--- config.mk ---
export PLATFORM = sky130hd
export DESIGN_NAME = rfpf_cell
export DESIGN_NICKNAME = d
export VERILOG_FILES = /design/src/rfpf_pkg.sv /design/src/rfpf_cell.sv
export SDC_FILE = /design/constraint.sdc
export NUM_CORES = 1
export LEC_CHECK = 0
export BUFFER_PORTS_ARGS = -buffer_cell sky130_fd_sc_hd__buf_2
export CELL_PAD_IN_SITES_DETAIL_PLACEMENT = 0
export CELL_PAD_IN_SITES_GLOBAL_PLACEMENT = 2
export CORE_ASPECT_RATIO = 1.5
export CORE_UTILIZATION = 31
export DETAILED_ROUTE_END_ITERATION = 7
export GPL_ROUTABILITY_DRIVEN = 0
export PLACE_DENSITY = 0.8
export SLEW_MARGIN = 20
export SYNTH_ARGS = -nofsm -noshare
export SYNTH_HDL_FRONTEND = slang
export SYNTH_SLANG_ARGS = --single-unit
--- constraint.sdc ---
create_clock -name clk -period 0.8 [get_ports clk]
set_input_delay 0.12 -clock clk [delete_from_list [all_inputs] [get_ports clk]]
set_output_delay 0.12 -clock clk [all_outputs]
set_load 0.1 [all_outputs]
--- src/rfpf_pkg.sv ---
package rfpf_pkg;

    // datapath widths
    localparam int OFS_W = 25;   // point minus robot, signed
    localparam int XW    = 36;   // CORDIC x/y, prescaled by 2^8 plus growth
    localparam int ZW    = 26;   // angle accumulator, degrees in 1/65536
    localparam int BW    = 18;   // bearing before wrap, 1/128 degree
    localparam int PRESCALE_BITS = 8;
    localparam int MAX_STAGES = 32;

    localparam logic signed [ZW-1:0] DEG90_Q16    = 26'sd5898240;
    localparam logic [23:0]          INV_GAIN_Q24 = 24'd10188014;

    localparam logic signed [BW-1:0] WRAP_TWICE_LIM = -18'sd69120;
    localparam logic signed [BW-1:0] WRAP_ONCE_LIM  = -18'sd23040;
    localparam logic signed [BW-1:0] HALF_TURN      = 18'sd23040;
    localparam logic signed [BW-1:0] FULL_TURN      = 18'sd46080;
    localparam logic signed [BW-1:0] TWO_TURNS      = 18'sd92160;

    localparam logic signed [ZW-1:0] ATAN_Q16 [MAX_STAGES] = '{
        26'sd2949120, 26'sd1740967, 26'sd919879, 26'sd466945,
        26'sd234379,  26'sd117304,  26'sd58666,  26'sd29335,
        26'sd14668,   26'sd7334,    26'sd3667,   26'sd1833,
        26'sd917,     26'sd458,     26'sd229,    26'sd115,
        26'sd57,      26'sd29,      26'sd14,     26'sd7,
        26'sd4,       26'sd2,       26'sd1,      26'sd0,
        26'sd0,       26'sd0,       26'sd0,      26'sd0,
        26'sd0,       26'sd0,       26'sd0,      26'sd0
    };

    typedef logic [2:0] reg_idx_t;
    localparam reg_idx_t REG_ROBOT_X       = 3'd0;
    localparam reg_idx_t REG_ROBOT_Y       = 3'd1;
    localparam reg_idx_t REG_ROBOT_HEADING = 3'd2;
    localparam reg_idx_t REG_MAX_RADIUS    = 3'd3;
    localparam reg_idx_t REG_MAX_TURN      = 3'd4;
    localparam reg_idx_t REG_VIEW_WIDTH    = 3'd5;

    typedef struct packed {
        logic signed [23:0] robot_x;
        logic signed [23:0] robot_y;
        logic [15:0]        robot_heading;
        logic [23:0]        max_radius;
        logic [14:0]        max_turn;
        logic [15:0]        view_width;
    } cfg_t;

    typedef struct packed {
        logic                 zero;
        logic [1:0]           kind;
        logic signed [XW-1:0] x;
        logic signed [XW-1:0] y;
        logic signed [ZW-1:0] z;
    } cordic_beat_t;

endpackage

--- src/rfpf_cell.sv ---
module rfpf_cell #(
    parameter int SHIFT = 0
) (
    input  logic                   clk,
    input  logic                   rst_n,
    input  logic                   in_vld,
    input  rfpf_pkg::cordic_beat_t in_beat,
    output logic                   out_vld,
    output rfpf_pkg::cordic_beat_t out_beat
);
    import rfpf_pkg::*;

    logic                 vld_reg;
    cordic_beat_t         beat_reg, beat_next;
    logic signed [XW-1:0] xs, ys;

    assign xs = in_beat.x >>> SHIFT;
    assign ys = in_beat.y >>> SHIFT;

    // rotate toward the x axis, steering by the sign of y
    always_comb
    begin
        beat_next = in_beat;
        if (in_beat.y >= 0)
        begin
            beat_next.x = in_beat.x + ys;
            beat_next.y = in_beat.y - xs;
            beat_next.z = in_beat.z + ATAN_Q16[SHIFT];
        end
        else
        begin
            beat_next.x = in_beat.x - ys;
            beat_next.y = in_beat.y + xs;
            beat_next.z = in_beat.z - ATAN_Q16[SHIFT];
        end
    end

    always_ff @(posedge clk or negedge rst_n)
    begin
        if (!rst_n)
            vld_reg <= 1'b0;
        else
            vld_reg <= in_vld;
    end

    always_ff @(posedge clk)
    begin
        beat_reg <= beat_next;
    end

    assign out_vld  = vld_reg;
    assign out_beat = beat_reg;

endmodule

; ---- After elaboration in Yosys (flattened, before gate mapping)
; Cells that the tools add are included.
[totals]
reg_bits = 102
wordCells = 13
output_inout_bits = 102
in_bits = 104
[op_classes]
n_mux = 1
n_lt_le_gt_ge = 1
add_sub_neg = 5
[op_table]
columns = op, n
row1 = 98-bit two-way mux, 1
row2 = 36-bit subtractor, 2
row3 = 36-bit adder, 1
row4 = "36-bit by 1-bit >= comparator with 1-bit output, second input constant", 1
row5 = "26-bit by 23-bit adder with 26-bit output, second input constant", 1
row6 = "26-bit by 23-bit subtractor with 26-bit output, second input constant", 1

; ---- Depth between registers and ports, before layout
[depth]
word_depth = 2
mapped_depth = 14

; ---- Worst setup path before layout
; No wires, ideal clock.
[synth_timing]
path_kind = input port to flip-flop
startpoint = input in_beat[61] (netlist name)
endpoint = register beat_reg (netlist bit out_beat[24])
required_ns = 0.728
setup_slack_ns = -1.812
stages = 14
setup_ns = 0.072
n_path_buf = 4
t_arrival_ns = 2.540
path_cell_list = clkbuf_1 > clkbuf_1 > buf_1 > buf_1 > xor2_1 > ha_1 > a21oi_1 > nor2_1 > nor2_1 > o21ai_0 > a21oi_1 > a21oi_1 > o21ai_0 > xnor2_1
[synth_lines]
columns = element, line_no
row1 = "start, declared", rfpf_cell.sv:7  ; input rfpf_pkg::cordic_beat_t in_beat,
row2 = "end signal, assigned", rfpf_cell.sv:48  ; beat_reg <= beat_next;
row3 = "end, declared", rfpf_cell.sv:14  ; cordic_beat_t beat_reg, beat_next;

==> impl_metrics.env <==
export IMPL_synth_xor_area_frac=0.0804
export IMPL_initial_core_util=0.318
export IMPL_syn_to_final_growth_pct=105
export IMPL_setup_worst_path_class="primary input to register"
export IMPL_placed_area_sq_um=15300
export IMPL_grt_pass1_vias=11400
export IMPL_drv_slew=0
export IMPL_dominantRegCellSynth="dfxtp_1"
export IMPL_status="finished with violations"
export IMPL_synth_seq_area_share=0.232
export IMPL_drv_cap=0
export IMPL_grt_pass1_wl_um=58600
export IMPL_synth_compound_area_frac=0.275
export IMPL_cp_start_kind="primary input"
export IMPL_cts_tree="yes"
export IMPL_ys_warn_count=0
export IMPL_endpoint_kind="register"
export IMPL_synth_area_leaders="dfxtp_1, ha_1, a21oi_1, xnor2_1, inv_1"
export IMPL_io_pins=206
export IMPL_syn_avg_cell_area_sq_um=7.83
export IMPL_synth_top_area_share=0.230
export IMPL_fin_nets=1976
export IMPL_slew_headroom=0.686
export IMPL_path_max_fanout=3
export IMPL_numCtsBuffers=9
export IMPL_setup_slack_ps=-1350
export IMPL_core_area_sq_um=27400
export IMPL_worst_pin_slew_ps=460
export IMPL_overflow=0
export IMPL_numPortBuffers=205
export IMPL_netlist_instances=1113
export IMPL_drc=8
export IMPL_grt_max_degree=48
export IMPL_post_drt_wl_per_cell_um=18.2
export IMPL_synth_edf_count=0
export IMPL_synthAdderAreaFrac=0.163
export IMPL_yosys_area_share_simple=0.149
export IMPL_hold_class="primary input to register"
export IMPL_drt_total_wl_um=38300
export IMPL_place_hpwl_um=30200
export IMPL_clock_fmax_mhz=465
export IMPL_synth_nets=1329
export IMPL_fin_crit_ps=2150
export IMPL_root_buffer="clkbuf_16"
export IMPL_drive_gt1_frac=0.602
export IMPL_cp_required_ps=1110
export IMPL_rsz0062_at_grt="yes"
export IMPL_cts_sinks=101
export IMPL_htreeDepth=3
export IMPL_num_vias=10700
export IMPL_regArea_sq_um=2180
export IMPL_antenna_found_initial=1
export IMPL_synthDistinctLibCells=85
export IMPL_peakVddDrop_mv=1.37
export IMPL_die_area_sq_um=28800
export IMPL_crit_arrival_ps=2460
export IMPL_ant_nets=0
export IMPL_path_clk_slew_ps=90
export IMPL_fin_crit_sh=2.69
export IMPL_synth_top_family_by_area="compound AO/OA/AOI/OAI gates"
export IMPL_setup_viol=175
export IMPL_setup_tns_ps=-95220
export IMPL_grt_usage=0.262
export IMPL_ys_ff_latch=101
export IMPL_hold_viol_final=0
export IMPL_via_per_inst=5.08
export IMPL_syn_cell_area_sq_um=8720
export IMPL_clockBufferDepth=2
export IMPL_core_rowCount=74
export IMPL_p_per_area_nw_per_um2=1950
export IMPL_n_fill_cell=2188
export IMPL_muxShareOfSynthArea=0.0253
export IMPL_multi_input_area_sq_um=7750
export IMPL_first_iter_violations=584
export IMPL_place_ws_ps=-2080
export IMPL_violations="design-rule violations, negative setup slack"
export IMPL_p_leak_nw=8.10
export IMPL_synth_top_area_cell="dfxtp_1"
export IMPL_design_area_sq_um=17800
export IMPL_synthArstFlopShare=0.00990
export IMPL_die_h_um=207
export IMPL_firstDrtPassIters=8
export IMPL_dieWidth_um=139
==> synth_stat cells (6+ instances only) <==
| cell | n |
|---|---|
| a211oi_1 | 13 |
| o211ai_1 | 8 |
| nor2b_1 | 19 |
| buf_2 | 13 |
| nor4_1 | 6 |
| mux2i_1 | 22 |
| o21bai_1 | 19 |
| nand2_1 | 58 |
| o21ai_0 | 74 |
| and2_1 | 7 |
| o21ai_1 | 12 |
| xor2_1 | 13 |
| or2_2 | 6 |
| o221ai_1 | 6 |
| nand4_1 | 13 |
| inv_1 | 111 |
| a31oi_1 | 8 |
| buf_1 | 13 |
| a21boi_0 | 7 |
| nand3_1 | 19 |
| nor2_1 | 80 |
| a21o_1 | 13 |
| dfxtp_1 | 100 |
| clkbuf_1 | 21 |
| o21a_1 | 11 |
| a21oi_1 | 129 |
| nand2b_1 | 9 |
| nor3_1 | 22 |
| ha_1 | 109 |
| and3_1 | 9 |
| o31ai_1 | 11 |
| xnor2_1 | 67 |
==> worst max-delay path: stages <==
cell	delay, ps
buf_2	110
inv_2	50
ha_4	260
inv_1	60
a21oi_2	220
o31ai_4	100
o41ai_4	490
o21ai_2	160
buf_4	170
buf_4	120
a311o_1	280
mux2i_1	190
xnor2_1	140
==> cell type report <==
cell class                 count  area share
clock inverter                 7     0.00456
antenna                        1    0.000140
clock buffer                   9      0.0126
multi-input combinational    847       0.434
tap                          342      0.0240
sequential                   101       0.122
inverter                     114      0.0292
timing repair buffer         687       0.373
==> metrics by stage <==
stage / total power (W) / std cells / utilization / hold slack, ps
5_1_grt: 0.0360 / 2108 / 0.651 / 4.64
2_1_floorplan: 0.0190 / 1113 / - / -176
3_3_place_gp: 0.0279 / 2014 / 0.559 / -103
3_5_place_dp: 0.0281 / 2014 / 0.559 / -105
4_1_cts: 0.0340 / 2087 / 0.620 / 26.9
6_report: 0.0348 / 2108 / 0.651 / 4.22
==> cell usage in the layout, fill, tap and decap left out, types with 12 or more instances in the layout <==
cell type      count
buf_4            408
buf_12           113
inv_1             92
dfxtp_2           90
a21oi_1           83
buf_2             83
ha_1              74
nor2_1            70
xnor2_1           58
buf_6             50
nand2_1           48
a21oi_2           38
o21ai_2           32
o21ai_0           29
ha_4              29
dlygate4sd3_1     24
o21ai_1           20
o21bai_1          17
nor3_1            15
xor2_1            13
a21o_1            13
nand3_1           13
nand4_1           13
mux2i_1           13
nor2b_1           12
==> state kept, by name, summed over array words and instances, names as in the netlist <==
signal / cells
out_beat: 100
out_vld: 1
==> layer usage <==
| layer | global-route usage | up-vias | share of wire |
|---|---|---|---|
| met5 | 0 | - | 0 |
| met2 | 0.527 | 319 | 0.56 |
| met4 | 0.166 | 0 | 0.059 |
| met3 | 0.0231 | 122 | 0.028 |
| met1 | 0.250 | 5083 | 0.35 |
| li1 | - | 5190 | - |
==> path summary, 6_finish.rpt <==
kind                              from  slack, ps  cells past startpoint                   end
worst max-delay path       in_beat[32]      -1350                     13  out_beat[81]$_DFF_P_
worst min-delay path       in_beat[16]          4                      3  out_beat[16]$_DFF_P_
max in group asynchronous        rst_n        660                      2     out_vld$_DFF_PN0_
min in group asynchronous        rst_n         50                      2     out_vld$_DFF_PN0_
==> report_power, final <==
group          leakage [nW]  internal (W)  total, W  switching [W]
Clock                 0.150       0.00225   0.00472        0.00247
Combinational          7.09       0.00950    0.0228         0.0133
Sequential            0.859       0.00632   0.00726       0.000940
Total                  8.10        0.0181    0.0348         0.0167
==> kinds of logic (layout without fill, tap and decap cells) <==
family                     Yosys count  after routing
adders and majority gates          112            112
DFF                                101            101
and+or+nand+nor                    266            266
muxes                               22             22
xor gates and xnor gates            80             80
other                                0              1
buffers and inverters              165            817
AOI/OAI and AO/OA                  367            367
==> what timing repair did <==
| action | 4_1_cts | 5_1_grt |
|---|---|---|
| gates resized for setup | 210 | 152 |
| endpoints found under the hold margin | 27 | 0 |
| hold buffers | 25 | 0 |
| endpoints found under the setup margin | 177 | 180 |
| pin swaps | 132 | 137 |
| buffers inserted | 37 | 29 |
Power figures use the tool's default switching activity.
