==> src/rfpf_pkg.sv <==
package rfpf_pkg;

    // datapath widths
    localparam int OFS_W = 25;   // point minus robot, signed
    localparam int XW    = 36;   // CORDIC x/y, prescaled by 2^8 plus growth
    localparam int ZW    = 26;   // angle accumulator, degrees in 1/65536
    localparam int BW    = 18;   // bearing before wrap, 1/128 degree
    localparam int PRESCALE_BITS = 8;
    localparam int MAX_STAGES = 32;

    localparam logic signed [ZW-1:0] DEG90_Q16    = 26'sd5898240;
    localparam logic [23:0]          INV_GAIN_Q24 = 24'd10188014;

    localparam logic signed [BW-1:0] WRAP_TWICE_LIM = -18'sd69120;
    localparam logic signed [BW-1:0] WRAP_ONCE_LIM  = -18'sd23040;
    localparam logic signed [BW-1:0] HALF_TURN      = 18'sd23040;
    localparam logic signed [BW-1:0] FULL_TURN      = 18'sd46080;
    localparam logic signed [BW-1:0] TWO_TURNS      = 18'sd92160;

    localparam logic signed [ZW-1:0] ATAN_Q16 [MAX_STAGES] = '{
        26'sd2949120, 26'sd1740967, 26'sd919879, 26'sd466945,
        26'sd234379,  26'sd117304,  26'sd58666,  26'sd29335,
        26'sd14668,   26'sd7334,    26'sd3667,   26'sd1833,
        26'sd917,     26'sd458,     26'sd229,    26'sd115,
        26'sd57,      26'sd29,      26'sd14,     26'sd7,
        26'sd4,       26'sd2,       26'sd1,      26'sd0,
        26'sd0,       26'sd0,       26'sd0,      26'sd0,
        26'sd0,       26'sd0,       26'sd0,      26'sd0
    };

    typedef logic [2:0] reg_idx_t;
    localparam reg_idx_t REG_ROBOT_X       = 3'd0;
    localparam reg_idx_t REG_ROBOT_Y       = 3'd1;
    localparam reg_idx_t REG_ROBOT_HEADING = 3'd2;
    localparam reg_idx_t REG_MAX_RADIUS    = 3'd3;
    localparam reg_idx_t REG_MAX_TURN      = 3'd4;
    localparam reg_idx_t REG_VIEW_WIDTH    = 3'd5;

    typedef struct packed {
        logic signed [23:0] robot_x;
        logic signed [23:0] robot_y;
        logic [15:0]        robot_heading;
        logic [23:0]        max_radius;
        logic [14:0]        max_turn;
        logic [15:0]        view_width;
    } cfg_t;

    typedef struct packed {
        logic                 zero;
        logic [1:0]           kind;
        logic signed [XW-1:0] x;
        logic signed [XW-1:0] y;
        logic signed [ZW-1:0] z;
    } cordic_beat_t;

endpackage

==> src/rfpf_front.sv <==
module rfpf_front (
    input  logic                  clk,
    input  logic                  rst_n,
    input  logic                  in_vld,
    input  logic signed [23:0]    point_x,
    input  logic signed [23:0]    point_y,
    input  logic [1:0]            point_kind,
    input  rfpf_pkg::cfg_t        cfg,
    output logic                  out_vld,
    output rfpf_pkg::cordic_beat_t out_beat
);
    import rfpf_pkg::*;

    logic                    vld0_reg;
    logic signed [OFS_W-1:0] dx_reg, dx_next;
    logic signed [OFS_W-1:0] dy_reg, dy_next;
    logic [1:0]              kind_reg;

    logic                    vld1_reg;
    cordic_beat_t            beat_reg, beat_next;

    logic signed [XW-1:0]    xp, yp;

    assign dx_next = {point_x[23], point_x} - {cfg.robot_x[23], cfg.robot_x};
    assign dy_next = {point_y[23], point_y} - {cfg.robot_y[23], cfg.robot_y};

    assign xp = {{(XW-OFS_W-PRESCALE_BITS){dx_reg[OFS_W-1]}}, dx_reg, {PRESCALE_BITS{1'b0}}};
    assign yp = {{(XW-OFS_W-PRESCALE_BITS){dy_reg[OFS_W-1]}}, dy_reg, {PRESCALE_BITS{1'b0}}};

    // bring left half plane vectors into the right half before the cells
    always_comb
    begin
        beat_next.zero = (dx_reg == '0) && (dy_reg == '0);
        beat_next.kind = kind_reg;
        beat_next.x    = xp;
        beat_next.y    = yp;
        beat_next.z    = '0;
        if (xp < 0)
        begin
            if (yp >= 0)
            begin
                beat_next.x = yp;
                beat_next.y = -xp;
                beat_next.z = DEG90_Q16;
            end
            else
            begin
                beat_next.x = -yp;
                beat_next.y = xp;
                beat_next.z = -DEG90_Q16;
            end
        end
    end

    always_ff @(posedge clk or negedge rst_n)
    begin
        if (!rst_n)
        begin
            vld0_reg <= 1'b0;
            vld1_reg <= 1'b0;
        end
        else
        begin
            vld0_reg <= in_vld;
            vld1_reg <= vld0_reg;
        end
    end

    always_ff @(posedge clk)
    begin
        dx_reg   <= dx_next;
        dy_reg   <= dy_next;
        kind_reg <= point_kind;
        beat_reg <= beat_next;
    end

    assign out_vld  = vld1_reg;
    assign out_beat = beat_reg;

endmodule

==> config.mk <==
export PLATFORM = sky130hd
export DESIGN_NAME = rfpf_front
export DESIGN_NICKNAME = d
export VERILOG_FILES = /design/src/rfpf_pkg.sv /design/src/rfpf_front.sv
export SDC_FILE = /design/constraint.sdc
export NUM_CORES = 1
export LEC_CHECK = 0
export BUFFER_PORTS_ARGS = -buffer_cell sky130_fd_sc_hd__buf_2
export CAP_MARGIN = 20
export CORE_MARGIN = 5
export CORE_UTILIZATION = 45
export DETAILED_ROUTE_END_ITERATION = 10
export PLACE_DENSITY_LB_ADDON = 0.08
export SKIP_LAST_GASP = 1
export SLEW_MARGIN = 15
export SYNTH_ARGS = -nofsm -noshare
export SYNTH_HDL_FRONTEND = slang
export SYNTH_SLANG_ARGS = --single-unit
==> constraint.sdc <==
create_clock -name clk -period 2.92 [get_ports clk]
set_input_delay 0.146 -clock clk [delete_from_list [all_inputs] [get_ports clk]]
set_output_delay 0.146 -clock clk [all_outputs]
set_load 0.01 [all_outputs]
---- Word-level counts from Yosys, hierarchy flattened ----
Cells that the tools add are included.
word-level totals
  output and inout bits ................... 102
  register bits ........................... 155
  bits of input ports ..................... 172
operators by class
  bitwise operators ....................... 1
  order comparisons ....................... 2
  muxes and demuxes ....................... 2
  add/sub/neg operators ................... 4
  reductions and logical operators ........ 5
operator list
  kind                                                                                  count
  98-bit two-way mux                                                                    2
  33-bit negation with 36-bit output                                                    2
  25-bit logical NOT                                                                    2
  24-bit by 24-bit subtractor with 25-bit output                                        2
  33-bit by 1-bit greater-or-equal comparator with 1-bit output, second input constant  1
  33-bit by 1-bit less-than comparator with 1-bit output, second input constant         1
  2-bit AND reduction                                                                   1
  2-bit OR reduction                                                                    1
  1-bit logical AND                                                                     1
  1-bit inverter                                                                        1

---- Longest topological paths before layout ----
Gate-level depths: netlist (run 1).
  depth after elaboration ................. 3
  mapped depth ............................ 10
  gate-level depth less buffers ........... 10

---- Least setup slack after synthesis (run 1) ----
OpenSTA, ideal clock, no wires.
  path type ............................... input to register
  start point ............................. in cfg[97] (netlist name)
  end point ............................... reg dx_reg[22]
  required time ........................... 2,801 ps
  library setup time ...................... 119 ps
  arrival ................................. 2,036 ps
  path slack .............................. 766 ps
  stages on the path ...................... 9
  path buffers ............................ 0
  cell sequence ........................... inv_1 > ha_1 > nor2b_1 > o31a_1 > o31a_1 > a211o_1 > a311oi_1 > o21ai_1 > xnor2_1
on the way
  word-level cells in the longest chain between the ends .. 1
ends and longest elaborated chain
  element                                         line              source
  start: declaration                              rfpf_front.sv:8   input rfpf_pkg::cfg_t cfg,
  24-bit by 24-bit subtractor with 25-bit output  rfpf_front.sv:24  assign dx_next = {point_x[23], point_x} - {cfg.robot_x[23], cfg.robot_x};
  named net dx_next[22]                           rfpf_front.sv:15  logic signed [OFS_W-1:0] dx_reg, dx_next;
  end signal: assignment                          rfpf_front.sv:71  dx_reg <= dx_next;
  end: declaration                                rfpf_front.sv:15
The timed path passes the listed nets, and every way through them passes these cells.
A chain may end at the register's enable or synchronous reset.

---- Worst setup path after layout (run 1) ----
  start point ............................. in cfg[95] (netlist name)
  end point ............................... reg dx_reg[22]
The elaborated chain is that of the path after synthesis.

==> impl_results.md, run 1 <==
- Status: finished, final reports clean
- Slowest CP cell: dlygate4sd3_1
- Gpl congestion: 0.828
- Fin. max-slew vios: 0
- Worst Hold Path Cells: 3
- WS Path Type: in -> reg
- Crit-path max FO: 4
- Grt met1 use: 0.262
- Post-synth EDFFs: 0
- Reg2reg setup slack: 0.54 ns
- Sequential-to-total area share from yosys stat: 0.349
- Die Wd: 132 um
- Largest vdd supply drop: 0.477 mV
- Antenna diode count: 0
- CTS Sinks: 116
- Yosys top cell area share: 0.341
- Clock latency on the worst-skew pair: 0.40 ns
- Largest register FFs: 62
- Number of global-route vias before repair: 5,368
- WP data required: 3.21 ns
- WP data arrival: 2.84 ns
- Least-Margin Pin Slew: 0.666 ns
- Cell Rows: 44
- # setup viols final: 0
- Drt wl/cell: 13.4 um
- CP cell instances: dlygate4sd3_1, buf_2, ha_1, fa_1, nor2b_1, o31a_1, o31a_1, a211o_1, a311oi_1, o21ai_1, xnor2_1
- I/O Buffers: 169
- DRT Wirelength: 15.6 mm
- Initial antenna violation count: 0
- Synth warn: 0
- Largest net degree at the start of global routing: 65
- Multi-input logic area: 0.00379 mm2
- Fmax: 392 MHz
- Hold Vio Cnt, Final: 0
- PD cells: 760 mW/mm2
- TritonCTS clock tree: built
- Fillers: 1,404
- Post-synth ARST share: 0.0172
- Period utilization: 0.874
- Unique masters post-synth: 65
- CTS Buffer Depth: 2
- GR Util met3: 0.0340
- Hpwl dp: 12.5 mm
- I/O pin total: 274
- Fin cells: 1,161
- DR vias/cell: 4.89
- Setup ws final: 0.368 ns
- Area of placed instances: 0.00752 mm2
- Post-CTS resize count: 0
- Pre-CTS setup slack: 0.260 ns
- Worst path max stage delay: 0.53 ns
- Via count: 5,682
- Num CTS Buffers: 17
- Synthesized instance count: 794
- Core area: 0.0145 mm2
- Mapped cell area: 0.00668 mm2
- Worst-path clk slew: 0.05 ns
- First-pass GRT wire length: 25.8 mm
- Area growth, synth to finish: 23.5%
- Net count, final: 1,188
- Die area: 0.0174 mm2
- Worst Hold Class: in -> reg
- Unrepaired setup endpoints after global routing: no
- Grt total ovfl: 0
- Drt drc: 0
- Nature of the critical path endpoint: flip-flop
- Final instance area: 0.00825 mm2
- Root buf cell: clkbuf_16
- Share of cells above drive strength 1: 0.226
- Router iterations before antenna repair: 4
- Post-route ant nets: 0
- Ys flop type: dfxtp_1
- Clock Skew: 0.00822 ns
- Static leakage: 3.96 nW
- Chip height: 132 um
- Avg Synthesized Cell Area: 8.42 um2
- H-tree depth: 4
- Relative slew slack: 0.556
- Storage cell area: 0.00233 mm2
- Initial Util: 0.460
- Setup_tns: 0 ns
- Max-cap violations: 0
- GRT Max-Usage Layer: met1
- Yosys reg bits: 116
- FF-to-FF path depth: 7
- Largest cells by area after synthesis: dfxtp_1, ha_1, a21oi_1, xnor2_1, nor2_1
- Cell taking the most area after synthesis: dfxtp_1
- Met2 GRT Util: 0.254
- Startpoint types: input port
- Post-CTS Hold Fix Bufs: 5
- Tot GR Track Use: 0.175
- Final core occ: 0.568
- DR iter-0 viols: 293
- Post-Place Cells: 1,124
- Crit path top cell by count: o31a_1
- Tmin final: 2.55 ns
- Post-CTS Repair Setup Buffers: 0
==> final cells by class <==
type / instances / area share
Clock buffer: 19 / 0.0549
Clock inverter: 13 / 0.0277
Inverter: 71 / 0.0323
Multi-Input combinational cell: 579 / 0.460
Sequential cell: 116 / 0.283
Tap cell: 184 / 0.0279
Timing Repair Buffer: 179 / 0.115
==> kinds of logic after synthesis <==
group	Yosys count	synth area share
AOI/OAI and AO/OA	206	0.187
xor gates and xnor gates	79	0.104
adders and majority gates	52	0.0996
buffers and inverters	134	0.103
DFF	116	0.349
muxes	6	0.00955
other	1	0.000561
and+or+nand+nor	200	0.148
==> per-stage QoR <==
step                hold slack (ns)  total power (W)
finish                       0.0156          0.00627
global route                 0.0274          0.00663
CTS                          0.0103          0.00632
detailed placement          -0.0628          0.00396
global placement            -0.0677          0.00395
floorplan                    -0.150          0.00340
==> worst max-delay path: cells and delay by family <==
kind | cells | cell delay, ns
and+or+nand+nor | 1 | 0.06
adders and majority gates | 2 | 0.38
AOI/OAI and AO/OA | 5 | 1.46
buffers and inverters | 2 | 0.63
xor gates and xnor gates | 1 | 0.15
==> layout by cell type (no fill, tap or decap), types with 4 or more instances in the layout <==
cell and instances:
a31oi_1 9, dlygate4sd3_1 5, o211ai_1 6, xnor2_1 48, nor2b_1 14, o31ai_1 6, a21o_1 13, conb_1 36
buf_4 4, and3_1 9, nor4_1 6, o21ai_0 34, nor2_1 81, nand3_1 8, dfxtp_1 112, a21oi_1 95
clkinvlp_4 4, nor3_1 14, clkbuf_16 17, and2_1 4, nand2_1 31, inv_1 71, nand2b_1 11, xor2_1 31
o31a_1 4, bufinv_16 6, o21a_1 9, buf_2 169, ha_1 50
==> path summary, 6_finish.rpt <==
kind,from,to
hold reg to reg,kind_reg[1],out_beat[99]
max in group asynchronous,rst_n,vld0_reg
setup / recovery,cfg[95],dx_reg[22]
min in group asynchronous,rst_n,out_vld
hold / removal,cfg[71],dy_reg[0]
setup reg to reg,dy_reg[7],out_beat[93]
==> cells in the mapped netlist (8+ instances only) <==
master    number
nor2_1        81
o21a_1         9
inv_1         71
xnor2_1       48
xor2_1        31
o21ai_0       34
nor3_1        14
nand3_1        8
a21o_1        13
clkbuf_1      19
dfxtp_1      114
ha_1          50
and3_1         9
a21oi_1       95
nand2b_1      11
buf_4         39
nor2b_1       14
nand2_1       31
a31oi_1        9
==> where the power goes <==
part / switching, W / leakage (nW) / internal [W]
Combinational: 0.000880 / 2.66 / 0.000746
Clock: 0.000695 / 0.321 / 0.00164
Sequential: 0.000321 / 0.984 / 0.00199
==> layer usage <==
layer / vias up / routed length (um)
met5: - / 0
met4: 0 / 133
met3: 7 / 1060
met2: 201 / 6360
met1: 2492 / 8030
li1: 2982 / -
(Power assumes the default switching activity.)
==> run 2, diff against run 1 <==
--- a/config.mk
+++ b/config.mk
@@ -8,7 +8,7 @@
 export BUFFER_PORTS_ARGS = -buffer_cell sky130_fd_sc_hd__buf_2
 export CAP_MARGIN = 20
 export CORE_MARGIN = 5
-export CORE_UTILIZATION = 45
+export CORE_UTILIZATION = 40
 export DETAILED_ROUTE_END_ITERATION = 10
 export PLACE_DENSITY_LB_ADDON = 0.08
 export SKIP_LAST_GASP = 1
==> impl_results.md, run 2 (synthesis gave the netlist of run 1 again) <==
- Core area: 0.0165 mm2 (was 0.0145 mm2)
- WP data required: 3.20 ns (was 3.21 ns)
- Antenna diode count: 0 (unchanged)
- Area growth, synth to finish: 23.5% (about the same)
- Hpwl dp: 13.0 mm (was 12.5 mm)
- Share of cells above drive strength 1: 0.226 (about the same)
- Met2 GRT Util: 0.237 (was 0.254)
- Fin. max-slew vios: 0 (unchanged)
- Root buf cell: clkbuf_16 (unchanged)
- Static leakage: 3.95 nW (was 3.96 nW)
- Via count: 5,607 (was 5,682)
- Net count, final: 1,189 (was 1,188)
- TritonCTS clock tree: built (unchanged)
- Fmax: 385 MHz (was 392 MHz)
- Unrepaired setup endpoints after global routing: no (unchanged)
- DR vias/cell: 4.68 (was 4.89)
- CTS Buffer Depth: 2 (unchanged)
- Startpoint types: input port (unchanged)
- Power Total: 0.00608 W (was 0.00627 W)
- Max-cap violations: 0 (unchanged)
- Tmin final: 2.59 ns (was 2.55 ns)
- Hold Vio Cnt, Final: 0 (unchanged)
- Final core occ: 0.501 (was 0.568)
- Worst-path clk slew: 0.05 ns (about the same)
- Hold slack: 0.0589 ns (was 0.0156 ns)
- Post-CTS Repair Setup Buffers: 0 (unchanged)
- DR iter-0 viols: 428 (was 293)
- Least-Margin Pin Slew: 0.598 ns (was 0.666 ns)
- Initial Util: 0.406 (was 0.460)
- GR Util met3: 0.0254 (was 0.0340)
- Router iterations before antenna repair: 5 (was 4)
- DRT Wirelength: 16.0 mm (was 15.6 mm)
- Largest net degree at the start of global routing: 68 (was 65)
- Chip height: 139 um (was 132 um)
- Largest register FFs: 62 (unchanged)
- Grt total ovfl: 0 (unchanged)
- Worst Hold Class: in -> async (was in -> reg)
- Clock latency on the worst-skew pair: 0.40 ns (about the same)
- Relative slew slack: 0.602 (was 0.556)
- PD cells: 737 mW/mm2 (was 760 mW/mm2)
- Pre-CTS setup slack: 0.352 ns (was 0.260 ns)
- Post-CTS Hold Fix Bufs: 6 (was 5)
- Post-CTS resize count: 0 (unchanged)
- Initial antenna violation count: 0 (unchanged)
- Cell Rows: 47 (was 44)
- I/O Buffers: 169 (unchanged)
- CTS Sinks: 116 (unchanged)
- Clock Skew: 0.00873 ns (was 0.00822 ns)
- Reg2reg setup slack: 0.58 ns (was 0.54 ns)
- Grt met1 use: 0.242 (was 0.262)
- Fillers: 1,641 (was 1,404)
- Die Wd: 139 um (was 132 um)
- Setup ws final: 0.325 ns (was 0.368 ns)
- H-tree depth: 4 (unchanged)
- Largest vdd supply drop: 0.302 mV (was 0.477 mV)
- Multi-input logic area: 0.00379 mm2 (unchanged)
- Period utilization: 0.889 (was 0.874)
- Die area: 0.0194 mm2 (was 0.0174 mm2)
- RR Endpoint: out_beat[93] (unchanged)
- Number of global-route vias before repair: 5,316 (was 5,368)
- Post-route ant nets: 0 (unchanged)
- First-pass GRT wire length: 26.0 mm (was 25.8 mm)
- I/O pin total: 274 (unchanged)
- WS Path Type: in -> reg (unchanged)
- Drt drc: 0 (unchanged)
- Crit-path max FO: 4 (unchanged)
- FF-to-FF path depth: 7 (unchanged)
- GRT Max-Usage Layer: met1 (unchanged)
- Storage cell area: 0.00233 mm2 (unchanged)
- Status: finished, final reports clean (unchanged)
- Drt wl/cell: 13.4 um (about the same)
- Reg2reg start: dy_reg[7] (unchanged)
- Num CTS Buffers: 17 (unchanged)
- Gpl congestion: 0.812 (was 0.828)
- Setup_tns: 0 ns (unchanged)
- WP data arrival: 2.88 ns (was 2.84 ns)
- Tot GR Track Use: 0.161 (was 0.175)
- Most common cell after layout, fill and taps aside: buf_2 (unchanged)
- Nature of the critical path endpoint: flip-flop (unchanged)
- # setup viols final: 0 (unchanged)
- Most frequent cells in the layout: buf_2, dfxtp_1, a21oi_1 (unchanged)
[run 2: metrics by stage]
| step | area [um2] | instances |
|---|---|---|
| global route | 8250 | 1198 |
| CTS | 8250 | 1198 |
| global placement | 7570 | 1160 |
| floorplan | 6820 | 829 |
| finish | 8250 | 1198 |
| detailed placement | 7570 | 1160 |
[run 2: worst max path at each step]
stage | start | endpoint | slack [ns] | cells past startpoint
finish | cfg[71] | dy_reg[23] | 0.33 | 11
global route | cfg[95] | dx_reg[22] | 0.22 | 11
CTS | cfg[95] | dx_reg[22] | 0.41 | 11
detailed placement | point_y[4] | dy_reg[23] | 0.35 | 9
global placement | point_y[4] | dy_reg[23] | 0.34 | 9
floorplan | cfg[97] | dx_reg[22] | 0.77 | 9
[run 2: final cells by class]
cell class,instances,area share
Tap cell,220,0.0334
Timing Repair Buffer,180,0.116
Clock inverter,14,0.0224
Clock buffer,18,0.0532
Sequential cell,116,0.283
Multi-Input combinational cell,579,0.460
Inverter,71,0.0323
[run 2: layer usage]
metal / up-vias / wire length (um)
li1: 2987 / -
met1: 2428 / 8320
met2: 178 / 6590
met3: 14 / 977
met4: 0 / 156
met5: - / 0
[run 2: where the power goes]
part	leakage [nW]	switching, W	internal [W]
Sequential	0.984	0.000311	0.00199
Combinational	2.66	0.000894	0.000748
Clock	0.301	0.000697	0.00144
Total	3.95	0.00190	0.00418
[run 2: worst max-delay path, cell delays in order]
cell,delay (ns)
dlygate4sd3_1,0.53
buf_2,0.12
ha_1,0.20
nand2b_1,0.17
a21o_1,0.19
a21oi_1,0.30
a2111oi_0,0.17
buf_4,0.17
o21ai_0,0.47
nor3_1,0.09
a311o_1,0.33
