**config.mk**
```make
export PLATFORM = sky130hd
export DESIGN_NAME = rfpf_back
export DESIGN_NICKNAME = d
export VERILOG_FILES = /design/src/rfpf_pkg.sv /design/src/rfpf_back.sv
export SDC_FILE = /design/constraint.sdc
export NUM_CORES = 1
export LEC_CHECK = 0
export ABC_AREA = 1
export ABC_CLOCK_PERIOD_IN_PS = 3200
export BUFFER_PORTS_ARGS = -buffer_cell sky130_fd_sc_hd__buf_4
export CORE_ASPECT_RATIO = 1.4
export CORE_MARGIN = 2
export CORE_UTILIZATION = 40
export DETAILED_ROUTE_END_ITERATION = 10
export SETUP_SLACK_MARGIN = 0.4
export SYNTH_ARGS = -nofsm -noshare
export SYNTH_HDL_FRONTEND = slang
export SYNTH_SLANG_ARGS = --single-unit
```
**constraint.sdc**
```tcl
create_clock -name clk -period 3.2 [get_ports clk]
set_input_delay 0.16 -clock clk [delete_from_list [all_inputs] [get_ports clk]]
set_output_delay 0.16 -clock clk [all_outputs]
set_load 0.1 [all_outputs]
```
**src/rfpf_pkg.sv**
```systemverilog
package rfpf_pkg;

    // datapath widths
    localparam int OFS_W = 25;   // point minus robot, signed
    localparam int XW    = 36;   // CORDIC x/y, prescaled by 2^8 plus growth
    localparam int ZW    = 26;   // angle accumulator, degrees in 1/65536
    localparam int BW    = 18;   // bearing before wrap, 1/128 degree
    localparam int PRESCALE_BITS = 8;
    localparam int MAX_STAGES = 32;

    localparam logic signed [ZW-1:0] DEG90_Q16    = 26'sd5898240;
    localparam logic [23:0]          INV_GAIN_Q24 = 24'd10188014;

    localparam logic signed [BW-1:0] WRAP_TWICE_LIM = -18'sd69120;
    localparam logic signed [BW-1:0] WRAP_ONCE_LIM  = -18'sd23040;
    localparam logic signed [BW-1:0] HALF_TURN      = 18'sd23040;
    localparam logic signed [BW-1:0] FULL_TURN      = 18'sd46080;
    localparam logic signed [BW-1:0] TWO_TURNS      = 18'sd92160;

    localparam logic signed [ZW-1:0] ATAN_Q16 [MAX_STAGES] = '{
        26'sd2949120, 26'sd1740967, 26'sd919879, 26'sd466945,
        26'sd234379,  26'sd117304,  26'sd58666,  26'sd29335,
        26'sd14668,   26'sd7334,    26'sd3667,   26'sd1833,
        26'sd917,     26'sd458,     26'sd229,    26'sd115,
        26'sd57,      26'sd29,      26'sd14,     26'sd7,
        26'sd4,       26'sd2,       26'sd1,      26'sd0,
        26'sd0,       26'sd0,       26'sd0,      26'sd0,
        26'sd0,       26'sd0,       26'sd0,      26'sd0
    };

    typedef logic [2:0] reg_idx_t;
    localparam reg_idx_t REG_ROBOT_X       = 3'd0;
    localparam reg_idx_t REG_ROBOT_Y       = 3'd1;
    localparam reg_idx_t REG_ROBOT_HEADING = 3'd2;
    localparam reg_idx_t REG_MAX_RADIUS    = 3'd3;
    localparam reg_idx_t REG_MAX_TURN      = 3'd4;
    localparam reg_idx_t REG_VIEW_WIDTH    = 3'd5;

    typedef struct packed {
        logic signed [23:0] robot_x;
        logic signed [23:0] robot_y;
        logic [15:0]        robot_heading;
        logic [23:0]        max_radius;
        logic [14:0]        max_turn;
        logic [15:0]        view_width;
    } cfg_t;

    typedef struct packed {
        logic                 zero;
        logic [1:0]           kind;
        logic signed [XW-1:0] x;
        logic signed [XW-1:0] y;
        logic signed [ZW-1:0] z;
    } cordic_beat_t;

endpackage

```
**src/rfpf_back.sv**
```systemverilog
module rfpf_back (
    input  logic                   clk,
    input  logic                   rst_n,
    input  logic                   in_vld,
    input  rfpf_pkg::cordic_beat_t in_beat,
    input  rfpf_pkg::cfg_t         cfg,
    output logic                   done,
    output logic [23:0]            range,
    output logic signed [15:0]     bearing,
    output logic [1:0]             kind_out,
    output logic                   keep
);
    import rfpf_pkg::*;

    // stage 1: gain partial products, angle scaling and heading offset
    logic                 vld1_reg;
    logic [40:0]          plo_reg, plo_next;
    logic [40:0]          phi_reg, phi_next;
    logic signed [BW-1:0] b1_reg, b1_next;
    logic [1:0]           kind1_reg;

    logic [33:0]          xc;
    logic signed [ZW-1:0] zr, zsh;
    logic signed [16:0]   b0;

    always_comb
    begin
        if (in_beat.zero || in_beat.x < 0)
            xc = '0;
        else
            xc = in_beat.x[33:0];
        if (in_beat.zero)
            zr = ZW'(256);
        else
            zr = in_beat.z + ZW'(256);
        zsh = zr >>> 9;
        b0  = zsh[16:0];
    end

    assign plo_next = {24'd0, xc[16:0]} * {17'd0, INV_GAIN_Q24};
    assign phi_next = {24'd0, xc[33:17]} * {17'd0, INV_GAIN_Q24};
    assign b1_next  = {b0[16], b0} - $signed({2'b00, cfg.robot_heading});

    // stage 2: sum and round the range, wrap the bearing
    logic                 vld2_reg;
    logic [25:0]          rng_reg;
    logic signed [15:0]   b2_reg;
    logic [1:0]           kind2_reg;
    logic [57:0]          rsum;
    logic signed [BW-1:0] bw;

    assign rsum = {phi_reg, 17'd0} + {17'd0, plo_reg} + 58'h0_0000_8000_0000;

    always_comb
    begin
        if (b1_reg <= WRAP_TWICE_LIM)
            bw = b1_reg + TWO_TURNS;
        else if (b1_reg <= WRAP_ONCE_LIM)
            bw = b1_reg + FULL_TURN;
        else if (b1_reg > HALF_TURN)
            bw = b1_reg - FULL_TURN;
        else
            bw = b1_reg;
    end

    // stage 3: window test, saturate, present the beat
    logic               done_reg;
    logic [23:0]        range_reg, range_next;
    logic signed [15:0] bearing_reg;
    logic [1:0]         kind3_reg;
    logic               keep_reg, keep_next;
    logic [15:0]        ab;
    logic [16:0]        win;

    assign ab         = (b2_reg < 0) ? 16'(-b2_reg) : 16'(b2_reg);
    assign win        = {1'b0, cfg.max_turn, 1'b0} + {1'b0, cfg.view_width};
    assign range_next = (|rng_reg[25:24]) ? 24'hFF_FFFF : rng_reg[23:0];
    assign keep_next  = (rng_reg <= {2'b00, cfg.max_radius}) && ({ab, 1'b0} <= win);

    always_ff @(posedge clk or negedge rst_n)
    begin
        if (!rst_n)
        begin
            vld1_reg <= 1'b0;
            vld2_reg <= 1'b0;
            done_reg <= 1'b0;
        end
        else
        begin
            vld1_reg <= in_vld;
            vld2_reg <= vld1_reg;
            done_reg <= vld2_reg;
        end
    end

    always_ff @(posedge clk)
    begin
        plo_reg     <= plo_next;
        phi_reg     <= phi_next;
        b1_reg      <= b1_next;
        kind1_reg   <= in_beat.kind;
        rng_reg     <= rsum[57:32];
        b2_reg      <= bw[15:0];
        kind2_reg   <= kind1_reg;
        range_reg   <= range_next;
        bearing_reg <= b2_reg;
        kind3_reg   <= kind2_reg;
        keep_reg    <= keep_next;
    end

    assign done     = done_reg;
    assign range    = range_reg;
    assign bearing  = bearing_reg;
    assign kind_out = kind3_reg;
    assign keep     = keep_reg;

endmodule

```
Yosys cells after proc, flatten, opt, wreduce, memory -nomap -nowiden
Index checks and enable logic that the tools add are counted.
Widths: inputs -> output; s select.

storage, ports and cells
  bits in registers = 190
  bits in latches = 0
  memory bits (writable) = 0
  bits in read-only memories = 0
  input bits = 223
  output and inout port bits = 44
  logic and storage cells = 41
  memories = 0

operators by class
  add/sub/neg operators = 9
  $mul = 2
  div/mod/pow operators = 0
  magnitude comparators = 7
  eq/ne operators = 0
  shift-type cells = 0
  muxes and demuxes = 6
  bitwise operators = 0
  reductions and logical operators = 3

operators by type and width
  operator                count
  $mul 17x23->40 const B  2
  $mux 16                 4
  $add 58x32->58 const B  1
  $add 58x41->58          1
  $lt 36x1->1 const B     1
  $mux 34                 1
  $add 16x16->16 const B  2
  $add 26x10->26 const B  1
  $le 26x24->1            1
  $mux 26                 1
  $gt 18x16->1 const B    1
  $le 18x16->1 const B    1
  $le 18x18->1 const B    1
  $sub 17x17->18          1
  $add 16x16->17          1
  $le 17x17->1            1
  $lt 16x1->1 const B     1
  $neg 16->16             1
  $sub 16x16->16 const B  1
  $reduce_or 2->1         1
  $logic_and 1x1->1       1
  $logic_or 1x1->1        1

Depth between registers and ports, before layout
Gate-level depths: netlist (run 1).

  depth after elaboration = 4
  mapped depth = 31
  depth with buffers taken out = 29

Least setup slack after synthesis (run 1)
No wires, ideal clock.

  path kind = input -> register
  start point = in in_beat[100] (netlist bit)
  end point = reg plo_reg[40]
  library setup time = 112 ps
  data arrival time = 5,647 ps
  required time = 3,088 ps
  setup slack = -2,559 ps
  stages on the path = 28
  buffers on the path = 2
  cell sequence = buf_2 > nor2_4 > inv_1 > buf_2 > nor2_1 > inv_1 > ha_1 > inv_1 > ha_1 > inv_1 > nand2_1 > inv_1 > fa_1 > fa_1 > fa_1 > inv_1 > fa_1 > inv_1 > fa_1 > inv_1 > ha_1 > nand2_1 > nor2_1 > nand4_1 > o211ai_1 > nand2_1 > nand3b_1 > nand2_1

on the way
  word-level cells in the longest chain between the ends = 3

RTL lines
  item                    RTL line         RTL
  start: declaration      rfpf_back.sv:5   input rfpf_pkg::cordic_beat_t in_beat,
  $logic_or 1x1->1        rfpf_back.sv:28  if (in_beat.zero || in_beat.x < 0)
  $mux 34                 rfpf_back.sv:28
  $mul 17x23->40          rfpf_back.sv:40  assign plo_next = {24'd0, xc[16:0]} * {17'd0, INV_GAIN_Q24};
  net plo_next[40]        rfpf_back.sv:17  logic [40:0] plo_reg, plo_next;
  end signal: assignment  rfpf_back.sv:98  plo_reg <= plo_next;
  end: declaration        rfpf_back.sv:17

The timed path passes the listed nets, and every way through them passes these cells.
A chain may end at the register's enable or synchronous reset.

Final worst setup path (run 1)
  start point = in in_beat[100] (netlist bit)
  end point = reg phi_reg[38]

on the way
  word-level cells in the longest chain between the ends = 3

RTL lines
  item                    RTL line         RTL
  $logic_or 1x1->1        rfpf_back.sv:28
  $mux 34                 rfpf_back.sv:28
  $mul 17x23->40          rfpf_back.sv:41  assign phi_next = {24'd0, xc[33:17]} * {17'd0, INV_GAIN_Q24};
  net phi_next[38]        rfpf_back.sv:18  logic [40:0] phi_reg, phi_next;
  end signal: assignment  rfpf_back.sv:99  phi_reg <= phi_next;
  end: declaration        rfpf_back.sv:18

The timed path passes the listed nets, and every way through them passes these cells.

==> results.md, run 1 <==
- CTS tree: yes
- Slew Limit Fails: 0
- Post-synth net total: 4136
- Combinational power share: 0.791
- Synth Area in Adders: 0.461
- Post-synthesis register bit count: 173
- Inst Count DP: 4587
- Sequential fraction of the synthesis area: 0.138
- Complex-gate fraction of the synthesized area: 0.0756
- Crit path kind: in -> reg
- WL/cell: 16.3 um
- Ys flop type: dfxtp_1
- Tcrit/Tclk final: 1.61
- Clock share of power: 0.079
- Max_cap viols: 0
- DR iter-0 viols: 951
- Diode count: 0
- Worst Hold Class: in -> reg
- Switching pwr: 0.0139 W
- Most common cell after layout, fill and taps aside: inv_1
- Remaining DRCs: 0
- Synth Area in Simple Gates: 0.165
- Max stage delay on crit path: 540 ps
- Starting Density: 0.406
- PwrDens: 766 nW/um2
- Setup WS pre-CTS: -2520 ps
- H-tree levels: 4
- Nets: 4855
- Final setup vio count: 58
- Most frequent cells in the layout: 708 x inv_1, 624 x buf_4, 425 x nand2_1
- CTS Root Cell: clkbuf_16
- Filler Cell Count: 5540
- Dpl hpwl: 65.2 mm
- Clk pin slew, worst setup/hold paths: 70 ps
- CP Buf/Inv Count: 14
- Rows: 108
- Delay-heaviest family, CP: adder cells
- Sequential share of power: 0.130
- CP Max Fanout: 5
- Final worst slack: -1960 ps
- Largest net degree at the start of global routing: 27
- Non-filler cells, final: 4738
- Async SR Flop Fraction: 0.0173
- Peak Freq: 0.194 GHz
- Die Footprint: 65100 um2
- Die width: 216 um
- RSZ-0062 raised after global routing: yes
- Post-synthesis mux area share: 0
- # clock sinks: 173
- Tot GR Track Use: 0.234
- R2r setup slk: 480 ps
- Setup Total Neg Slack: -95670 ps
- CP Data Required Time: 3530 ps
- Core ar.: 62200 um2
- R2r endpoint: keep
- Worst Setup Start Kind: primary input
- Share of layout cells above drive strength 1: 0.344
- GPL Wtd Cong: 0.962
- Worst R2R Path Depth: 19
- Max reg flops: 40
- Worst-Margin Slew: 544 ps
- Max transition margin: 0.634
- Status: finished, violations left
- Syn Std Cell Area: 25200 um2
- Clock buffer count from CTS: 17
- Critical Path Stages: 30
- XOR/XNOR share of the synthesized area: 0.0354
- Fin. Hold Viols: 0
- Largest family of logic cells by synthesized area: adder cells
- Vias per Instance: 4.75
- Hold Path Depth: 3
- I/O pin cnt: 267
- Clk_lat worst skew: 450 ps
- GRT overflow: 0
- Mapped Cells: 3181
- Sw frac: 0.505
- Max VDD drop: 0.785 mV
- First-pass GRT wire length: 121 mm
- Hold Path End: b1_reg[1]
- Max Root-Sink Buffers: 2
- Syn_area_per_cell: 7.93 um2
- Vias: 22525
- Failing checks: negative setup slack
- PortBufs: 173
- Final clock skew: 8.31 ps
- Ys Warns: 0
- Antenna Nets Post-Route: 0
- Crit-path slowest cell: fa_1
- P_int: 0.0136 W
- Drt pass-1 iters: 5
- Arrival @ worst endpoint: 5490 ps
- Vias in the first global route: 24191
- Number of synthesized flops with an enable pin: 0
- Minimum clock period: 5160 ps
- Synth cell types: 50
- Total leakage power: 18.8 nW
- Area grow syn2layout: 42.2%
- Final Util: 0.577
- Initial antenna violation count: 0
- FF-to-FF Start: b2_reg[0]
- Worst setup EP type: flop
- Final wirelength: 77.1 mm
- Hold wc startpoint: cfg[56]
- Die height: 301 um
synthesized netlist by cell type, types with 2 or more instances:
cell type    n  area share
nor2_2       3     0.00074
dfxtp_1    170        0.13
o211ai_1     4      0.0012
nor4_1       6      0.0015
fa_1       327        0.26
nor2_1     250       0.037
o311ai_0     2     0.00069
o21ai_0     81       0.016
a21oi_2      2     0.00069
or2_2        7      0.0017
xor2_1      70       0.024
buf_1        2     0.00030
dfrtp_1      3      0.0030
a211oi_1     7      0.0021
a21o_1      16      0.0048
inv_1      823        0.12
a21oi_1    167       0.033
o21ai_2      4      0.0014
nand2_1    534       0.079
o21bai_1    15      0.0045
nor3_1      44      0.0087
nand2_2      4     0.00099
nand3_2      3      0.0012
a31oi_1     15      0.0037
o21ai_1      4     0.00079
ha_1       405        0.20
clkinv_1     2     0.00030
nand4_1     20      0.0050
buf_2        3     0.00060
o2111ai_1    2     0.00069
clkbuf_1     2     0.00030
o21a_1       6      0.0018
nand3_1    106       0.021
xnor2_1     32       0.011
and3_1       5      0.0012
nor3_2       4      0.0016
buf_4        4      0.0012
nor4_2       2     0.00099
inv_2        3     0.00045
o31ai_1      3     0.00089
a21boi_0     7      0.0021
nand3b_1     4      0.0012
power groups by stage:
stage / sequential (W) / combinational (W) / clock (W)
6_report: 0.00357 / 0.0217 / 0.00217
5_1_grt: 0.00363 / 0.0237 / 0.00229
4_1_cts: 0.00357 / 0.0194 / 0.00223
3_5_place_dp: 0.00361 / 0.0170 / 0
3_3_place_gp: 0.00361 / 0.0169 / 0
2_1_floorplan: 0.00483 / 0.0101 / 0
worst register-to-register path, delay by kind of cell, from the launching register on:
kind            cells  cell delay, ps
compound gates      3             260
fa+ha+maj           2             430
simple gates        9            1130
buf+inv             4             290
xor+xnor            1             140
flops               1             350
logic make-up (layout without fill, tap and decap cells):
| kind of cell | after synthesis | count (layout) |
|---|---|---|
| AND/OR/NAND/NOR | 997 | 997 |
| buffers and inverters | 839 | 1571 |
| adder cells (fa/ha/maj) | 732 | 732 |
| AO/OA/AOI/OAI | 338 | 338 |
| flip-flops | 173 | 173 |
| XOR/XNOR | 102 | 102 |
metrics by stage:
stage               power [W]  instance area, um2  hold slack, ps
floorplan              0.0149               26100            -136
global placement       0.0205               31500           -49.4
detailed placement     0.0206               31500           -48.5
CTS                    0.0252               34100            27.8
global route           0.0296               35800            66.2
finish                 0.0275               35800            54.5
routing by layer:
metal,global-route usage,routed length (um)
met5,0,0
met3,0.0221,2170
met4,0.0855,2700
met2,0.449,40800
met1,0.268,31400
repair_timing:
item	in CTS	in global routing
endpoints found under the hold margin	7	0
resized for setup	370	296
cloned	1	0
hold buffers	5	0
buffers inserted	50	63
endpoints found under the setup margin	59	59
pin swaps	175	239
area by class of cell:
| class | instances | area [um2] | share of cell area |
|---|---|---|---|
| Inverter | 828 | 3160 | 0.0882 |
| Clock inverter | 13 | 178 | 0.00496 |
| Clock buffer | 19 | 443 | 0.0124 |
| Timing Repair Buffer | 711 | 5800 | 0.162 |
| Sequential cell | 173 | 3480 | 0.0972 |
| Multi-Input combinational cell | 2169 | 21800 | 0.607 |
| Tap cell | 825 | 1030 | 0.0288 |
worst max path at each step:
stage / from / slack (ps) / to
2_1_floorplan: in_beat[100] / -1970 / plo_reg[36]
3_3_place_gp: in_beat[100] / -2530 / plo_reg[34]
3_5_place_dp: in_beat[100] / -2520 / plo_reg[34]
4_1_cts: in_beat[97] / -1790 / phi_reg[39]
5_1_grt: in_beat[100] / -2100 / phi_reg[34]
6_report: in_beat[100] / -1960 / phi_reg[38]
No activity file was read; power rests on OpenSTA's default activity.
==> inputs of run 2 (changes only) <==
==> constraint.sdc (replaced) <==
create_clock -name clk -period 3.2 [get_ports clk]
set_input_delay 0 -clock clk [delete_from_list [all_inputs] [get_ports clk]]
set_output_delay 0 -clock clk [all_outputs]
set_load 0.1 [all_outputs]
==> run 2 against run 1 <==
  * The flow still finishes with violations (negative setup slack)
  * Die area is the same
  * Power shrank 2.5%
  * Routed wire length shrank 1.0%
  * Clock skew up 8.1 ps
  * Combinational power shrank 2%
  * Flip-flop and latch count did not move
  * Core utilization is 0.51 points lower
  * Critical path type unchanged
==> results.md, run 2 (synthesized netlist as in run 1, its figures left out) <==
- Most common cell after layout, fill and taps aside: inv_1 (unchanged)
- Hold Path End: b1_reg[15] (was b1_reg[1])
- CP Max Fanout: 7 (was 5)
- Worst setup EP type: flop (unchanged)
- Initial antenna violation count: 0 (unchanged)
- Remaining DRCs: 0 (unchanged)
- Peak Freq: 0.202 GHz (was 0.194 GHz)
- Total leakage power: 18.7 nW (was 18.8 nW)
- R2r endpoint: keep (unchanged)
- Die height: 301 um (unchanged)
- CTS tree: yes (unchanged)
- Antenna Nets Post-Route: 0 (unchanged)
- Rows: 108 (unchanged)
- Vias in the first global route: 23495 (was 24191)
- Dpl hpwl: 65.3 mm (was 65.2 mm)
- Die Footprint: 65100 um2 (unchanged)
- GRT overflow: 0 (unchanged)
- Final clock skew: 16.4 ps (was 8.31 ps)
- FF-to-FF Start: b2_reg[0] (unchanged)
- Final worst slack: -1750 ps (was -1960 ps)
- Max VDD drop: 0.624 mV (was 0.785 mV)
- Die width: 216 um (unchanged)
- Hold Path Depth: 4 (was 3)
- Fin. Hold Viols: 0 (unchanged)
- R2r setup slk: 500 ps (was 480 ps)
- Clock buffer count from CTS: 17 (unchanged)
- Nets: 4844 (was 4855)
- # clock sinks: 173 (unchanged)
- Final setup vio count: 57 (was 58)
- Arrival @ worst endpoint: 5320 ps (was 5490 ps)
- RSZ-0062 raised after global routing: yes (unchanged)
- Inst Count DP: 4583 (was 4587)
- Pwr Total: 0.0268 W (was 0.0275 W)
- Area grow syn2layout: 40.9% (was 42.2%)
- DR iter-0 viols: 917 (was 951)
- Tcrit/Tclk final: 1.55 (was 1.61)
- Final wirelength: 76.3 mm (was 77.1 mm)
- Drt pass-1 iters: 5 (unchanged)
- CTS Root Cell: clkbuf_16 (unchanged)
- Max reg flops: 40 (unchanged)
- First-pass GRT wire length: 120 mm (was 121 mm)
- Max_cap viols: 0 (unchanged)
- Worst Setup Start Kind: primary input (unchanged)
- Non-filler cells, final: 4726 (was 4738)
- PortBufs: 173 (unchanged)
- H-tree levels: 4 (unchanged)
- Hold wc startpoint: cfg[70] (was cfg[56])
- Core ar.: 62200 um2 (unchanged)
- Worst-Margin Slew: 583 ps (was 544 ps)
- Largest net degree at the start of global routing: 27 (unchanged)
- Max transition margin: 0.607 (was 0.634)
- CP Data Required Time: 3570 ps (was 3530 ps)
- PwrDens: 754 nW/um2 (was 766 nW/um2)
- Clk pin slew, worst setup/hold paths: 70 ps (about the same)
- WL/cell: 16.1 um (was 16.3 um)
- Vias: 22309 (was 22525)
- Most frequent cells in the layout: 716 x inv_1, 618 x buf_4, 433 x nand2_1 (was 708 x inv_1, 624 x buf_4, 425 x nand2_1)
- Clk_lat worst skew: 450 ps (about the same)
- Status: finished, violations left (unchanged)
- Starting Density: 0.406 (unchanged)
- Crit path kind: in -> reg (unchanged)
- Failing checks: negative setup slack (unchanged)
- Worst R2R Path Depth: 19 (unchanged)
- GPL Wtd Cong: 0.967 (was 0.962)
- Vias per Instance: 4.72 (was 4.75)
- I/O pin cnt: 267 (unchanged)
- Worst Hold Class: in -> reg (unchanged)
- Minimum clock period: 4950 ps (was 5160 ps)
- Diode count: 0 (unchanged)
- Slew Limit Fails: 0 (unchanged)
- Tot GR Track Use: 0.235 (was 0.234)
- Share of layout cells above drive strength 1: 0.330 (was 0.344)
- Filler Cell Count: 5603 (was 5540)
- Max Root-Sink Buffers: 2 (unchanged)
run 2: cell count changes in the layout (fill, tap and decap cells not counted), sizes merged:
| cell | change |
|---|---|
| bufinv | -2 |
| inv | -1 |
| clkinv | +2 |
| buf | -18 |
| dlygate4sd3 | +7 |
run 2: metal layers:
metal  global-route usage  part of all wire  vias to the layer above
met3               0.0231             0.030                      139
met1                0.273              0.41                    10504
met4                0.100             0.044                        0
li1                     -                 -                    11211
met5                    0                 0                        -
met2                0.436              0.52                      455
run 2: how the worst max path moves through the flow:
| stage | startpoint | to | slack (ps) | cells past startpoint |
|---|---|---|---|---|
| 6_report | in_beat[97] | plo_reg[24] | -1750 | 24 |
| 5_1_grt | in_beat[97] | plo_reg[24] | -1950 | 29 |
| 4_1_cts | in_beat[97] | plo_reg[24] | -1660 | 25 |
| 3_5_place_dp | in_beat[100] | plo_reg[34] | -2410 | 24 |
| 3_3_place_gp | in_beat[97] | plo_reg[34] | -2400 | 24 |
| 2_1_floorplan | in_beat[100] | plo_reg[36] | -1810 | 27 |
run 2: worst max-delay path, cell delays in order:
cell      delay, ps
buf_8           100
nor2_4          110
buf_12          160
buf_12          150
buf_8           120
nand2_8          60
fa_2            580
fa_2            470
fa_1            570
inv_2            40
fa_1            490
inv_1            50
fa_1            460
fa_1            530
inv_2            50
ha_4            280
buf_6           110
nand2_8          60
nor2_4          110
nand4_1         120
o211ai_1        250
buf_4           190
buf_6            90
xor2_1          120
run 2: what timing repair did:
item / in CTS / in global routing
hold buffers: 12 / 0
pin swaps: 205 / 160
hold endpoints to repair: 12 / 0
endpoints found under the setup margin: 59 / 66
resized for setup: 374 / 221
cloned: 1 / 0
setup buffers: 56 / 43
run 2: cell type report:
| cell class | count | area [um2] | share of cell area |
|---|---|---|---|
| clock inverters | 12 | 118 | 0.00331 |
| inverters | 828 | 3160 | 0.0890 |
| flip-flops and latches | 173 | 3480 | 0.0980 |
| repair buffers | 700 | 5710 | 0.161 |
| clock buffers | 19 | 433 | 0.0122 |
| multi-input cells | 2169 | 21600 | 0.608 |
| well taps | 825 | 1030 | 0.0291 |
run 2: power by group:
group	internal, W	switching [W]
clock network	0.00108	0.000881
logic	0.00906	0.0122
registers	0.00303	0.000535
run 2: per-stage QoR:
stage | setup TNS [ps] | area (um2) | util | hold slack [ps] | setup WS [ps]
3_3_place_gp | -115840 | 31500 | 0.506 | -209 | -2400
5_1_grt | -94780 | 35500 | 0.572 | 36.5 | -1950
4_1_cts | -81050 | 34300 | 0.551 | 8.00 | -1660
6_report | -86870 | 35500 | 0.572 | 29.0 | -1750
3_5_place_dp | -118170 | 31500 | 0.506 | -209 | -2410
2_1_floorplan | -87540 | 26100 | - | -296 | -1810
